`src/hdl/srd_pkg.sv`:
```
// Shared types, codes and constants for the sprite run-length decoder.
package srd_pkg;

  // Queue depth between the byte decoder and the result sequencer
  localparam int unsigned QueueDepth = 4;

  // Stream byte codes
  localparam logic [7:0] CodeEol     = 8'h00;
  localparam logic [7:0] CodeEnd     = 8'h80;
  localparam logic [7:0] CodeShadow  = 8'hC0;
  localparam logic [7:0] CodeLongFil = 8'hC1;
  localparam logic [1:0] ShadowMask  = 2'd3;

  // Result kinds
  localparam logic [1:0] KindColour = 2'd0;
  localparam logic [1:0] KindShadow = 2'd1;
  localparam logic [1:0] KindEnd    = 2'd2;

  // End status codes
  localparam logic EndSeen      = 1'b0;
  localparam logic EndTruncated = 1'b1;

  // Register indexes
  localparam logic [1:0] RegImageWidth   = 2'd0;
  localparam logic [1:0] RegMirror       = 2'd1;
  localparam logic [1:0] RegShadowEnable = 2'd2;

  // Decoder phase, one-hot
  typedef enum logic [5:0] {
    PhCmd     = 6'b000001,
    PhLit     = 6'b000010,
    PhShCnt   = 6'b000100,
    PhShExt   = 6'b001000,
    PhLongCnt = 6'b010000,
    PhFill    = 6'b100000
  } phase_e;

  // Configuration seen by the decoder
  typedef struct packed {
    logic        mirror;
    logic        shadow_en;
    logic        geom_load;   // a geometry register is being written this cycle
    logic [15:0] line_start;  // line start for the settings being written
    logic [15:0] cur_start;   // line start for the settings in force
  } cfg_t;

  // One decoded byte: an optional run, then an optional end marker
  typedef struct packed {
    logic        has_run;
    logic        shadow;
    logic [15:0] x_start;
    logic [15:0] row;
    logic [7:0]  run_length;
    logic [7:0]  palette_index;
    logic        has_end;
    logic        end_status;
  } qent_t;

endpackage

```
`src/hdl/srd_if.sv`:
```
// Valid/ready channel interfaces for stream bytes and decoded results.
interface srd_in_if;
  logic       valid;
  logic       ready;
  logic [7:0] data_byte;
  logic       last_byte;

  modport source (output valid, output data_byte, output last_byte, input ready);
  modport sink   (input valid, input data_byte, input last_byte, output ready);
endinterface

interface srd_out_if;
  logic        valid;
  logic        ready;
  logic [1:0]  kind;
  logic        end_status;
  logic [15:0] x_start;
  logic [15:0] row;
  logic [7:0]  run_length;
  logic [7:0]  palette_index;
  logic        last;

  modport source (output valid, output kind, output end_status, output x_start,
                  output row, output run_length, output palette_index, output last,
                  input ready);
  modport sink   (input valid, input kind, input end_status, input x_start,
                  input row, input run_length, input palette_index, input last,
                  output ready);
endinterface

```
`src/hdl/srd_front.sv`:
```
// Byte decoder: tracks stream phase, column and row, and classifies each beat.
module srd_front (
  input  logic          clk_i,
  input  logic          rst_ni,
  input  srd_pkg::cfg_t cfg_i,
  input  logic          in_fire_i,
  input  logic [7:0]    data_byte_i,
  input  logic          last_byte_i,
  output logic          enq_o,
  output srd_pkg::qent_t ent_o
);
  import srd_pkg::*;

  phase_e      phase_q, phase_d;
  logic [7:0]  remaining_q, remaining_d;
  logic [15:0] column_q, column_d;
  logic [15:0] line_q, line_d;
  logic        finished_q, finished_d;

  logic        run_v, run_sh, end_v, end_st, eol;
  logic [7:0]  run_len, run_pal, adv;
  logic [7:0]  rem_dec;

  assign rem_dec = remaining_q - 8'd1;

  // Classify the byte against the current phase
  always_comb begin
    phase_d     = phase_q;
    remaining_d = remaining_q;
    finished_d  = finished_q;
    run_v   = 1'b0;
    run_sh  = 1'b0;
    run_len = 8'd0;
    run_pal = 8'd0;
    adv     = 8'd0;
    end_v   = 1'b0;
    end_st  = EndSeen;
    eol     = 1'b0;

    unique case (phase_q)
      PhLit: begin
        run_v   = 1'b1;
        run_len = 8'd1;
        run_pal = data_byte_i;
        adv     = 8'd1;
        remaining_d = rem_dec;
        if (rem_dec == 8'd0) phase_d = PhCmd;
      end
      PhShCnt: begin
        if ((data_byte_i[1:0] & ShadowMask) != 2'd0) begin
          run_v   = cfg_i.shadow_en;
          run_sh  = 1'b1;
          run_len = {6'd0, data_byte_i[1:0]};
          adv     = {6'd0, data_byte_i[1:0]};
          phase_d = PhCmd;
        end else begin
          phase_d = PhShExt;
        end
      end
      PhShExt: begin
        run_v   = cfg_i.shadow_en && (data_byte_i != 8'd0);
        run_sh  = 1'b1;
        run_len = data_byte_i;
        adv     = data_byte_i;
        phase_d = PhCmd;
      end
      PhLongCnt: begin
        remaining_d = data_byte_i;
        phase_d     = PhFill;
      end
      PhFill: begin
        run_v   = (remaining_q != 8'd0);
        run_len = remaining_q;
        run_pal = data_byte_i;
        adv     = remaining_q;
        remaining_d = 8'd0;
        phase_d     = PhCmd;
      end
      PhCmd: begin
        priority if (data_byte_i == CodeEol) begin
          eol = 1'b1;
        end else if (data_byte_i < CodeEnd) begin
          remaining_d = data_byte_i;
          phase_d     = PhLit;
        end else if (data_byte_i == CodeEnd) begin
          end_v      = 1'b1;
          finished_d = 1'b1;
        end else if (data_byte_i < CodeShadow) begin
          adv = data_byte_i - CodeEnd;
        end else if (data_byte_i == CodeShadow) begin
          phase_d = PhShCnt;
        end else if (data_byte_i == CodeLongFil) begin
          phase_d = PhLongCnt;
        end else begin
          remaining_d = data_byte_i - CodeShadow;
          phase_d     = PhFill;
        end
      end
      default: phase_d = PhCmd;
    endcase

    // Truncated stream: last byte that is not the end code
    if (last_byte_i && !end_v) begin
      end_v      = 1'b1;
      end_st     = EndTruncated;
      finished_d = 1'b1;
    end
  end

  // Column and row update
  always_comb begin
    line_d   = line_q;
    column_d = column_q;
    if (cfg_i.geom_load) begin
      column_d = cfg_i.line_start;
    end else if (in_fire_i && !finished_q) begin
      if (eol) begin
        line_d   = line_q + 16'd1;
        column_d = cfg_i.cur_start;
      end else if (cfg_i.mirror) begin
        column_d = column_q - {8'd0, adv};
      end else begin
        column_d = column_q + {8'd0, adv};
      end
    end
  end

  always_ff @(posedge clk_i or negedge rst_ni) begin
    if (!rst_ni) begin
      phase_q     <= PhCmd;
      remaining_q <= 8'd0;
      column_q    <= 16'd0;
      line_q      <= 16'd0;
      finished_q  <= 1'b0;
    end else begin
      column_q <= column_d;
      line_q   <= line_d;
      if (in_fire_i && !finished_q) begin
        phase_q     <= phase_d;
        remaining_q <= remaining_d;
        finished_q  <= finished_d;
      end
    end
  end

  // Entry toward the queue
  assign enq_o = in_fire_i && !finished_q && (run_v || end_v);
  always_comb begin
    ent_o.has_run       = run_v;
    ent_o.shadow        = run_sh;
    ent_o.x_start       = column_q;
    ent_o.row           = line_q;
    ent_o.run_length    = run_len;
    ent_o.palette_index = run_sh ? 8'd0 : run_pal;
    ent_o.has_end       = end_v;
    ent_o.end_status    = end_st;
  end

endmodule

```
`src/hdl/srd_queue.sv`:
```
// Small register FIFO between the byte decoder and the result sequencer.
module srd_queue #(
  parameter int unsigned Depth = srd_pkg::QueueDepth
) (
  input  logic           clk_i,
  input  logic           rst_ni,
  input  logic           wr_en_i,
  input  srd_pkg::qent_t wr_data_i,
  output logic           full_o,
  input  logic           rd_en_i,
  output srd_pkg::qent_t rd_data_o,
  output logic           empty_o
);
  import srd_pkg::*;

  localparam int unsigned PtrW = (Depth > 1) ? $clog2(Depth) : 1;
  localparam int unsigned CntW = $clog2(Depth + 1);
  localparam logic [PtrW-1:0] LastPtr = PtrW'(Depth - 1);
  localparam logic [CntW-1:0] FullCnt = CntW'(Depth);

  qent_t           mem_q [Depth];
  logic [PtrW-1:0] wr_ptr_q, rd_ptr_q;
  logic [CntW-1:0] count_q;
  logic            do_wr, do_rd;

  assign full_o    = (count_q == FullCnt);
  assign empty_o   = (count_q == '0);
  assign do_wr     = wr_en_i && !full_o;
  assign do_rd     = rd_en_i && !empty_o;
  assign rd_data_o = mem_q[rd_ptr_q];

  // Storage, no reset needed
  always_ff @(posedge clk_i) begin
    if (do_wr) mem_q[wr_ptr_q] <= wr_data_i;
  end

  // Pointers and fill count
  always_ff @(posedge clk_i or negedge rst_ni) begin
    if (!rst_ni) begin
      wr_ptr_q <= '0;
      rd_ptr_q <= '0;
      count_q  <= '0;
    end else begin
      if (do_wr) wr_ptr_q <= (wr_ptr_q == LastPtr) ? '0 : wr_ptr_q + PtrW'(1);
      if (do_rd) rd_ptr_q <= (rd_ptr_q == LastPtr) ? '0 : rd_ptr_q + PtrW'(1);
      if (do_wr && !do_rd)      count_q <= count_q + CntW'(1);
      else if (do_rd && !do_wr) count_q <= count_q - CntW'(1);
    end
  end

endmodule

```
`src/hdl/srd_back.sv`:
```
// Result sequencer: splits each queued entry into run and end result beats.
module srd_back (
  input  logic           clk_i,
  input  logic           rst_ni,
  input  srd_pkg::qent_t head_i,
  input  logic           empty_i,
  output logic           pop_o,
  srd_out_if.source      out_o
);
  import srd_pkg::*;

  logic end_sel_q;   // run of the head entry already delivered
  logic show_run, fire;

  assign show_run = head_i.has_run && !end_sel_q;
  assign fire     = out_o.valid && out_o.ready;

  // Drive the result beat from the head entry
  always_comb begin
    out_o.valid = !empty_i;
    if (show_run) begin
      out_o.kind          = head_i.shadow ? KindShadow : KindColour;
      out_o.end_status    = EndSeen;
      out_o.x_start       = head_i.x_start;
      out_o.row           = head_i.row;
      out_o.run_length    = head_i.run_length;
      out_o.palette_index = head_i.palette_index;
      out_o.last          = !head_i.has_end;
    end else begin
      out_o.kind          = KindEnd;
      out_o.end_status    = head_i.end_status;
      out_o.x_start       = 16'd0;
      out_o.row           = 16'd0;
      out_o.run_length    = 8'd0;
      out_o.palette_index = 8'd0;
      out_o.last          = 1'b1;
    end
  end

  // Pop once the final beat of the entry goes out
  assign pop_o = fire && out_o.last;

  always_ff @(posedge clk_i or negedge rst_ni) begin
    if (!rst_ni) begin
      end_sel_q <= 1'b0;
    end else if (fire) begin
      end_sel_q <= !out_o.last;
    end
  end

endmodule

```
`src/hdl/sprite_rle_decoder_core.sv`:
```
// Top level of the sprite run-length decoder: register port, decoder, queue, sequencer.
// The core takes one stream byte per cycle as long as the result queue has room and
// reports the pixel runs it describes. A run is queued when its byte is accepted and
// output after entries ahead of it; each result is one output beat, so a byte giving
// a run and a truncation end yields two beats. A QueueDepth-entry register FIFO parts
// the decoder and result sequencer, so input flows while results wait; sustained input
// rate is one byte per cycle whenever the output side takes one beat per cycle and
// bytes average at most one result. The user must write registers (image_width at 0x0,
// mirror at 0x4, shadow_enable at 0x8) only while idle; the core does not enforce it.
// Writing a geometry register moves the column to the new line start.
module sprite_rle_decoder_core #(
  parameter int unsigned QueueDepth = srd_pkg::QueueDepth
) (
  input  logic        clk_i,
  input  logic        rst_ni,
  input  logic        psel,
  input  logic        penable,
  input  logic        pwrite,
  input  logic [3:0]  paddr,
  input  logic [31:0] pwdata,
  output logic [31:0] prdata,
  output logic        pready,
  srd_in_if.sink      in_i,
  srd_out_if.source   out_o
);
  import srd_pkg::*;

  logic [15:0] image_width_q;
  logic        mirror_q, shadow_en_q;
  logic [15:0] width_n;
  logic        mirror_n, cfg_wr;
  logic [1:0]  reg_idx;
  cfg_t        cfg;

  logic   full, empty, enq, pop, in_fire;
  qent_t  enq_ent, head;

  assign pready  = 1'b1;
  assign reg_idx = paddr[3:2];
  assign cfg_wr  = psel && penable && pwrite;

  // Register write and line start for the written settings
  assign width_n  = (cfg_wr && reg_idx == RegImageWidth) ? pwdata[15:0] : image_width_q;
  assign mirror_n = (cfg_wr && reg_idx == RegMirror) ? pwdata[0] : mirror_q;

  always_ff @(posedge clk_i or negedge rst_ni) begin
    if (!rst_ni) begin
      image_width_q <= 16'd1;
      mirror_q      <= 1'b0;
      shadow_en_q   <= 1'b1;
    end else if (cfg_wr) begin
      unique case (reg_idx)
        RegImageWidth:   image_width_q <= pwdata[15:0];
        RegMirror:       mirror_q      <= pwdata[0];
        RegShadowEnable: shadow_en_q   <= pwdata[0];
        default: ;
      endcase
    end
  end

  // Register readback
  always_comb begin
    unique case (reg_idx)
      RegImageWidth:   prdata = {16'd0, image_width_q};
      RegMirror:       prdata = {31'd0, mirror_q};
      RegShadowEnable: prdata = {31'd0, shadow_en_q};
      default:         prdata = 32'd0;
    endcase
  end

  always_comb begin
    cfg.mirror     = mirror_q;
    cfg.shadow_en  = shadow_en_q;
    cfg.geom_load  = cfg_wr && (reg_idx == RegImageWidth || reg_idx == RegMirror);
    cfg.line_start = mirror_n ? (width_n - 16'd1) : 16'd0;
    cfg.cur_start  = mirror_q ? (image_width_q - 16'd1) : 16'd0;
  end

  // Input beat acceptance
  assign in_i.ready = !full;
  assign in_fire    = in_i.valid && !full;

  srd_front u_front (
    .clk_i       (clk_i),
    .rst_ni      (rst_ni),
    .cfg_i       (cfg),
    .in_fire_i   (in_fire),
    .data_byte_i (in_i.data_byte),
    .last_byte_i (in_i.last_byte),
    .enq_o       (enq),
    .ent_o       (enq_ent)
  );

  srd_queue #(
    .Depth (QueueDepth)
  ) u_queue (
    .clk_i     (clk_i),
    .rst_ni    (rst_ni),
    .wr_en_i   (enq),
    .wr_data_i (enq_ent),
    .full_o    (full),
    .rd_en_i   (pop),
    .rd_data_o (head),
    .empty_o   (empty)
  );

  srd_back u_back (
    .clk_i   (clk_i),
    .rst_ni  (rst_ni),
    .head_i  (head),
    .empty_i (empty),
    .pop_o   (pop),
    .out_o   (out_o)
  );

endmodule
```
`src/flat_wrapper.sv`:
```
// flat-port wrapper written by rule: the top's interface ports become plain ports
module sprite_rle_decoder_core_flat import srd_pkg::*;
#(
  parameter int unsigned QueueDepth = srd_pkg::QueueDepth
)
  (clk_i, rst_ni, psel, penable, pwrite, paddr, pwdata, prdata, pready, in_i_valid, in_i_data_byte, in_i_last_byte, in_i_ready, out_o_valid, out_o_kind, out_o_end_status, out_o_x_start, out_o_row, out_o_run_length, out_o_palette_index, out_o_last, out_o_ready);
  srd_in_if in_i_i ();
  srd_out_if out_o_i ();
  input  logic clk_i;
  input  logic rst_ni;
  input  logic psel;
  input  logic penable;
  input  logic pwrite;
  input  logic [3:0] paddr;
  input  logic [31:0] pwdata;
  output logic [31:0] prdata;
  output logic pready;
  input wire logic [$bits(in_i_i.valid)-1:0] in_i_valid;
  input wire logic [$bits(in_i_i.data_byte)-1:0] in_i_data_byte;
  input wire logic [$bits(in_i_i.last_byte)-1:0] in_i_last_byte;
  output wire logic [$bits(in_i_i.ready)-1:0] in_i_ready;
  output wire logic [$bits(out_o_i.valid)-1:0] out_o_valid;
  output wire logic [$bits(out_o_i.kind)-1:0] out_o_kind;
  output wire logic [$bits(out_o_i.end_status)-1:0] out_o_end_status;
  output wire logic [$bits(out_o_i.x_start)-1:0] out_o_x_start;
  output wire logic [$bits(out_o_i.row)-1:0] out_o_row;
  output wire logic [$bits(out_o_i.run_length)-1:0] out_o_run_length;
  output wire logic [$bits(out_o_i.palette_index)-1:0] out_o_palette_index;
  output wire logic [$bits(out_o_i.last)-1:0] out_o_last;
  input wire logic [$bits(out_o_i.ready)-1:0] out_o_ready;
  assign in_i_i.valid = in_i_valid;
  assign in_i_i.data_byte = in_i_data_byte;
  assign in_i_i.last_byte = in_i_last_byte;
  assign in_i_ready = in_i_i.ready;
  assign out_o_valid = out_o_i.valid;
  assign out_o_kind = out_o_i.kind;
  assign out_o_end_status = out_o_i.end_status;
  assign out_o_x_start = out_o_i.x_start;
  assign out_o_row = out_o_i.row;
  assign out_o_run_length = out_o_i.run_length;
  assign out_o_palette_index = out_o_i.palette_index;
  assign out_o_last = out_o_i.last;
  assign out_o_i.ready = out_o_ready;
  sprite_rle_decoder_core #(.QueueDepth(QueueDepth)) u_core (.clk_i(clk_i), .rst_ni(rst_ni), .psel(psel), .penable(penable), .pwrite(pwrite), .paddr(paddr), .pwdata(pwdata), .prdata(prdata), .pready(pready), .in_i(in_i_i), .out_o(out_o_i));
endmodule
```
`config.mk`:
```
export PLATFORM = sky130hd
export DESIGN_NAME = sprite_rle_decoder_core_flat
export DESIGN_NICKNAME = d
export VERILOG_FILES = /design/src/hdl/srd_pkg.sv /design/src/hdl/srd_if.sv /design/src/hdl/srd_front.sv /design/src/hdl/srd_queue.sv /design/src/hdl/srd_back.sv /design/src/hdl/sprite_rle_decoder_core.sv /design/src/flat_wrapper.sv
export SDC_FILE = /design/constraint.sdc
export NUM_CORES = 1
export LEC_CHECK = 0
export BUFFER_PORTS_ARGS = -buffer_cell sky130_fd_sc_hd__clkbuf_2
export CORE_MARGIN = 2
export CORE_UTILIZATION = 30
export DETAILED_ROUTE_END_ITERATION = 8
export PLACE_DENSITY = 0.47
export SLEW_MARGIN = 10
export SYNTH_ARGS = -nofsm -noshare
export SYNTH_HDL_FRONTEND = slang
export SYNTH_HIERARCHICAL = 1
export SYNTH_SLANG_ARGS = --single-unit
export TNS_END_PERCENT = 10
```
`constraint.sdc`:
```
create_clock -name clk_i -period 4 [get_ports clk_i]
set_input_delay 1.2 -clock clk_i [delete_from_list [all_inputs] [get_ports clk_i]]
set_output_delay 1.2 -clock clk_i [all_outputs]
set_load 0.02 [all_outputs]
```
* Word level (Yosys, flattened, before mapping)
Memories as Yosys holds them, arrays and structs flattened.
Index checks and enable logic that the tools add are counted.
W data, S select, Z words.
** Cells by class
- Muxes and demuxes :: 65
- Divide/modulo/power cells :: 0
- Bitwise operators :: 1
- $add $sub $neg :: 12
- Reductions and logical operators :: 48
- Shift-type cells :: 0
- Magnitude comparators :: 2
- Equality and inequality tests :: 22
- $mul :: 0
** Operator list (number)
- $mux W16 :: 9
- $mux W8 :: 14
- $pmux W8 S4 :: 2
- $pmux W16 S3 :: 1
- $mux W6 :: 7
- $pmux W8 S5 :: 1
- $sub A16 B1 Y16 const B :: 2
- $eq A8 B8 Y1 const B :: 3
- $pmux W6 S4 :: 1
- $mux W1 :: 21
- $logic_and A1 B1 Y1 :: 17
- $add A16 B1 Y16 const B :: 1
- $add A16 B8 Y16 :: 1
- $logic_not A8 Y1 :: 2
- $lt A8 B8 Y1 const B :: 2
- $reduce_bool A8 Y1 :: 2
- $sub A16 B8 Y16 :: 1
- $sub A8 B8 Y8 const B :: 2
- $ne A3 B3 Y1 const B :: 4
- $reduce_and A5 Y1 :: 2
- $reduce_bool A2 Y1 :: 5
- $logic_not A1 Y1 :: 9
- $mux W2 :: 4
- $sub A8 B1 Y8 const B :: 1
- 27 further kinds :: 36
** Word-level totals
- Output and inout port bits :: 87
- Bits of input ports :: 52
- Bits in writable memories :: 208
- Memories :: 1
- Latch bits :: 0
- Register bits after elaboration :: 73
- Logic and storage cells :: 163
- ROM bits :: 0
** Memory list
- u_core.u_queue.mem_q :: words 4, bits a word 52, read ports 1, clocked after memory_dff 0, wr ports 1, RTL line srd_queue.sv:21 : qent_t mem_q [Depth];

* Longest topological paths before layout
- Word-level depth :: 15
- Mapped depth :: 17
- Mapped depth without buffers :: 16

* Hierarchy
The synthesis kept the hierarchy.
** By module, submodules not included
- srd_queue :: area an instance 8015.2 sq um, instances 1, seq. area each 6421.2 sq um, cells each 309
- srd_front :: area an instance 4129.0 sq um, instances 1, seq. area each 1177.4 sq um, cells each 483
- sprite_rle_decoder_core :: area an instance 1980.6 sq um, instances 1, seq. area each 452.9 sq um, cells each 242
- srd_back :: area an instance 437.9 sq um, instances 1, seq. area each 25.0 sq um, cells each 64

* Least setup slack after synthesis
Ideal clock, no wire load.
- Kind :: input to register
- Start :: input in_i_data_byte[7]
- End :: memory u_core/u_queue/mem_q[3][0] (netlist name) (enable)
- Data arrival time :: 4.483 ns
- Path buffers :: 1
- Path slack :: -0.946 ns
- Stages :: 8
- Library setup time :: 0.463 ns
- Data required time :: 3.537 ns
- Cell sequence :: clkbuf_1 > inv_1 > ha_1 > nor3_1 > or2_2 > o21a_1 > nand2_1 > nor2_1
** On the way
- Cells in the longest elaborated chain, start to end :: 13
- Elaborated cells on any way between the ends :: 18
- Classes of those cells :: 1 x order compare; 1 x eq/ne; 8 x mux; 8 x reduce/logical
** Ends and longest elaborated chain
- start: declaration :: RTL line flat_wrapper.sv:19 : input wire logic [$bits(in_i_i.data_byte)-1:0] in_i_data_byte;
- branches (longest 3 deep; another with $lt A8 B8 Y1)
- $mux W1 (*) :: RTL line srd_front.sv:80 : priority if (data_byte_i == CodeEol) begin
- $mux W1 (*) :: RTL line srd_front.sv:40 : unique case (phase_q)
- $logic_not A1 Y1 :: RTL line srd_front.sv:103 : if (last_byte_i && !end_v) begin
- $logic_and A1 B1 Y1 :: RTL line srd_front.sv:103
- $mux W1 (*) :: RTL line srd_front.sv:103
- via u_core.u_front.end_v :: RTL line srd_front.sv:20 : logic run_v, run_sh, end_v, end_st, eol;
- $logic_or A1 B1 Y1 (*) :: RTL line srd_front.sv:147 : assign enq_o = in_fire_i && !finished_q && (run_v || end_v);
- $logic_and A1 B1 Y1 (*) :: RTL line srd_front.sv:147
- via u_core.enq :: RTL line sprite_rle_decoder_core.sv:35 : logic full, empty, enq, pop, in_fire;
- $logic_and A1 B1 Y1 (*) :: RTL line srd_queue.sv:28 : assign do_wr = wr_en_i && !full_o;
- $mux W1 (*) :: RTL line srd_queue.sv:34 : if (do_wr) mem_q[wr_ptr_q] <= wr_data_i;
- $mux W1 (implied by the code) (*) :: RTL line srd_queue.sv:34
- end: declaration :: RTL line srd_queue.sv:21
Mark *: on every way through the listed nets, which the timed path passes.

==> summary.md <==
| Metric | Value |
|---|---|
| VDD IR max | `0.337 mV` |
| Syn avg cell area | `13.3 µm²` |
| Congestion Overflow GR | `0` |
| Largest family of logic cells by synthesized area | `simple AND/OR/NAND/NOR gates` |
| Fin util | `36.9%` |
| Ant. Diodes | `0` |
| Gate Count Post-Synth | `1098` |
| Worst R2R Setup Slack | `0.20 ns` |
| Top cell types by occurrence after synthesis | `edfxtp_1, and2_1, nor2_1, dfrtp_1, nand2_1` |
| Residual DRC | `0` |
| Final setup skew | `0.0242 ns` |
| Reg2reg path depth | `15` |
| Critical path startpoint category | `flop` |
| Vias in the first global route | `9613` |
| Initial detailed-routing violation count | `553` |
| Class of the most critical setup path | `flop to output port` |
| Sequential area share after synthesis | `55.5%` |
| Top achievable clock speed | `0.262 GHz` |
| Max cap viols | `0` |
| # H-tree levels | `2` |
| Async SR Flop Fraction | `26.0%` |
| Starting density of the core | `30.4%` |
| Gpl congestion | `0.813` |
| Leak | `6.80 nW` |
| Compound-Gate Fraction of Synth Area | `8.48%` |
| CTS Root Cell | `clkbuf_16` |
| Area grow syn2layout | `21.4%` |
| First-pass GRT wire length | `57000 µm` |
| Power consumption | `11.6 mW` |
| CTS tree | `done` |
| RSZ-0062 raised after global routing | `true` |
| Reg-to-Reg Start | `u_core/u_front/phase_q[0]$_DFFE_PN1P_` |
| Crit path DAT | `2.61 ns` |
| YS warnings | `6` |
| Worst hold endpoint | `u_core/u_front/finished_q$_DFFE_PN0P_` |
| Final hold vios | `0` |
| Hold path cells | `1` |
| Setup crit start | `u_core/u_queue/rd_ptr_q[0]$_DFFE_PN0P_` |
| CTS Buf Count | `34` |
| Final WS setup | `0.187 ns` |
| # IOs | `139` |
| CORE AREA | `47800 µm²` |
| DRT antenna net count | `0` |
| Max-slew violations | `0` |
| Largest net degree at the start of global routing | `54` |
| Rel. slew slack | `40.6%` |
| IO buf count | `103` |
| DP Worst Slack | `-0.416 ns` |
| Chip Width | `224 µm` |
| Synth cell types | `97` |
| CP Max Fanout | `42` |
| Site Rows | `80` |
| Routed wire length | `36100 µm` |
| Reg clk slew, reported paths | `0.06 ns` |
| Nets@finish | `1388` |
| Filler cells | `4680` |
| Vias/cell | `4.81` |
| Critical path required time | `2.80 ns` |
| Routed len/inst | `18.6 µm` |
| Finish-stage setup viols | `0` |
| Nature of the critical path endpoint | `output port` |
| Seq cells post-synth | `281` |
| Layout cell share with drive strength beyond 1 | `31.8%` |
| Main area contributors after synthesis | `edfxtp_1, dfrtp_1, mux4_2` |
| Dominant synthesized flop cell | `edfxtp_1` |
| Mapped Area | `14600 µm²` |
| Mux cell area share after synthesis | `10.1%` |
| Most frequent cell after synthesis | `edfxtp_1` |
| Die area | `50300 µm²` |
| Area share of the largest cell type after synthesis | `42.9%` |
| Post-synthesis adder-cell area fraction | `3.20%` |
| Post-Synth XOR/XNOR Area | `3.13%` |
| Hold Path Origin | `u_core/u_front/finished_q$_DFFE_PN0P_` |
| Tcrit/Tclk final | `95.3%` |
| Clk sinks | `281` |
| Pwr dens | `658 nW/µm²` |
| Period minus WS final | `3.81 ns` |
| Slew of the pin with the lowest slew margin | `0.890 ns` |
| Dominant cell type by area after synthesis | `edfxtp_1` |
| Hold WS | `0.474 ns` |
| Maximum clock path buffer count | `3` |
| Vias after detailed routing | `9344` |
| Number of flops mapped to enable cells by yosys | `208` |
| Die Ht | `224 µm` |
| Hold crit path type | `flop to flop` |
| Detailed placement HPWL | `25000 µm` |
| Pre-antenna DRT Iters | `5` |
| Post-Synth Simple-Gate Area | `15.2%` |
| Later-pin clock latency in the skew report | `0.54 ns` |
| Status | `completed` |
| R2R Path End | `u_core/u_front/column_q[15]$_DFFE_PN0P_` |
| GRT Total Usage | `14.7%` |
| Initial antenna violation count | `0` |
[through the flow]
step	setup TNS, ns	cell area, µm²	instances
after floorplan	-9.93	14700	1113
after detailed placement	-3.37	16400	1877
after CTS	0	17600	1939
after global placement	-3.23	16400	1877
final	0	17700	1941
after global routing	-0.137	17700	1941
[power by group]
part           switching (mW)  internal (mW)
registers               0.398           3.43
clock network            1.24           2.10
logic                    2.37           2.09
total                    4.01           7.61
[metal layers]
layer	track usage [%]	part of all wire (%)	up-vias
met2	24.1	47	169
li1	-	-	4496
met4	4.21	2.0	0
met5	0	0	-
met1	20.0	47	4626
met3	2.38	3.4	53
[state kept, by name, indices dropped and copies added, names as in the netlist]
name,cells
u_core/u_queue/mem_q,208
u_core/image_width_q,16
u_core/u_front/column_q,16
u_core/u_front/line_q,16
u_core/u_front/remaining_q,8
u_core/u_front/phase_q,6
u_core/u_queue/count_q,3
u_core/u_queue/rd_ptr_q,2
u_core/u_queue/wr_ptr_q,2
u_core/mirror_q,1
u_core/shadow_en_q,1
u_core/u_back/end_sel_q,1
u_core/u_front/finished_q,1
[cell families after synthesis]
kind of cell | Yosys count
compound gates | 175
buf+inv | 107
other cells | 2
xor+xnor | 52
fa+ha+maj | 36
flops | 281
mux | 78
simple gates | 367
[area by class of cell]
type	instances	area, µm²	share of cell area, %
clock buffers	44	960	5.43
clock inverters	18	268	1.51
inverters	36	135	0.764
multi-input cells	725	5980	33.8
flip-flops and latches	281	8080	45.7
well taps	615	769	4.35
repair buffers	222	1490	8.41
[placed cells by master, fill, tap and decap left out, drive strengths merged, types with 12 or more instances in the layout]
cell type / instances
a22oi: 13
nor4: 15
ha: 34
and2: 89
a21oi: 30
mux4: 52
inv: 38
nor2b: 14
mux2: 15
and3: 13
nand3: 21
xnor2: 23
conb: 17
nor3: 27
nand2b: 12
buf: 120
nand2: 58
nor2: 75
dfrtp: 70
edfxtp: 208
clkbuf: 146
o21ai: 35
xor2: 29
[repair_timing]
action	CTS	global route
hold buffers	0	0
endpoints found under the setup margin	0	9
gates resized for setup	0	8
buffers inserted	0	2
[worst max-delay path by stage]
stage | cells after the start | slack [ns] | to
2_1_floorplan | 16 | -0.13 | u_core/u_front/column_q[12]$_DFFE_PN0P_
3_3_place_gp | 17 | -0.45 | u_core/u_front/column_q[15]$_DFFE_PN0P_
3_5_place_dp | 17 | -0.42 | u_core/u_front/column_q[15]$_DFFE_PN0P_
4_1_cts | 14 | 0.09 | u_core/u_front/column_q[9]$_DFFE_PN0P_
5_1_grt | 16 | -0.05 | u_core/u_front/column_q[12]$_DFFE_PN0P_
6_report | 5 | 0.19 | out_o_x_start[3]
[worst max-delay path: stages (launching register included)]
cell	delay (ns)
dfrtp_4	0.60
mux4_2	0.41
nor2b_4	0.31
buf_12	0.25
and2_1	0.26
clkbuf_2	0.20
Power figures use the tool's default switching activity.
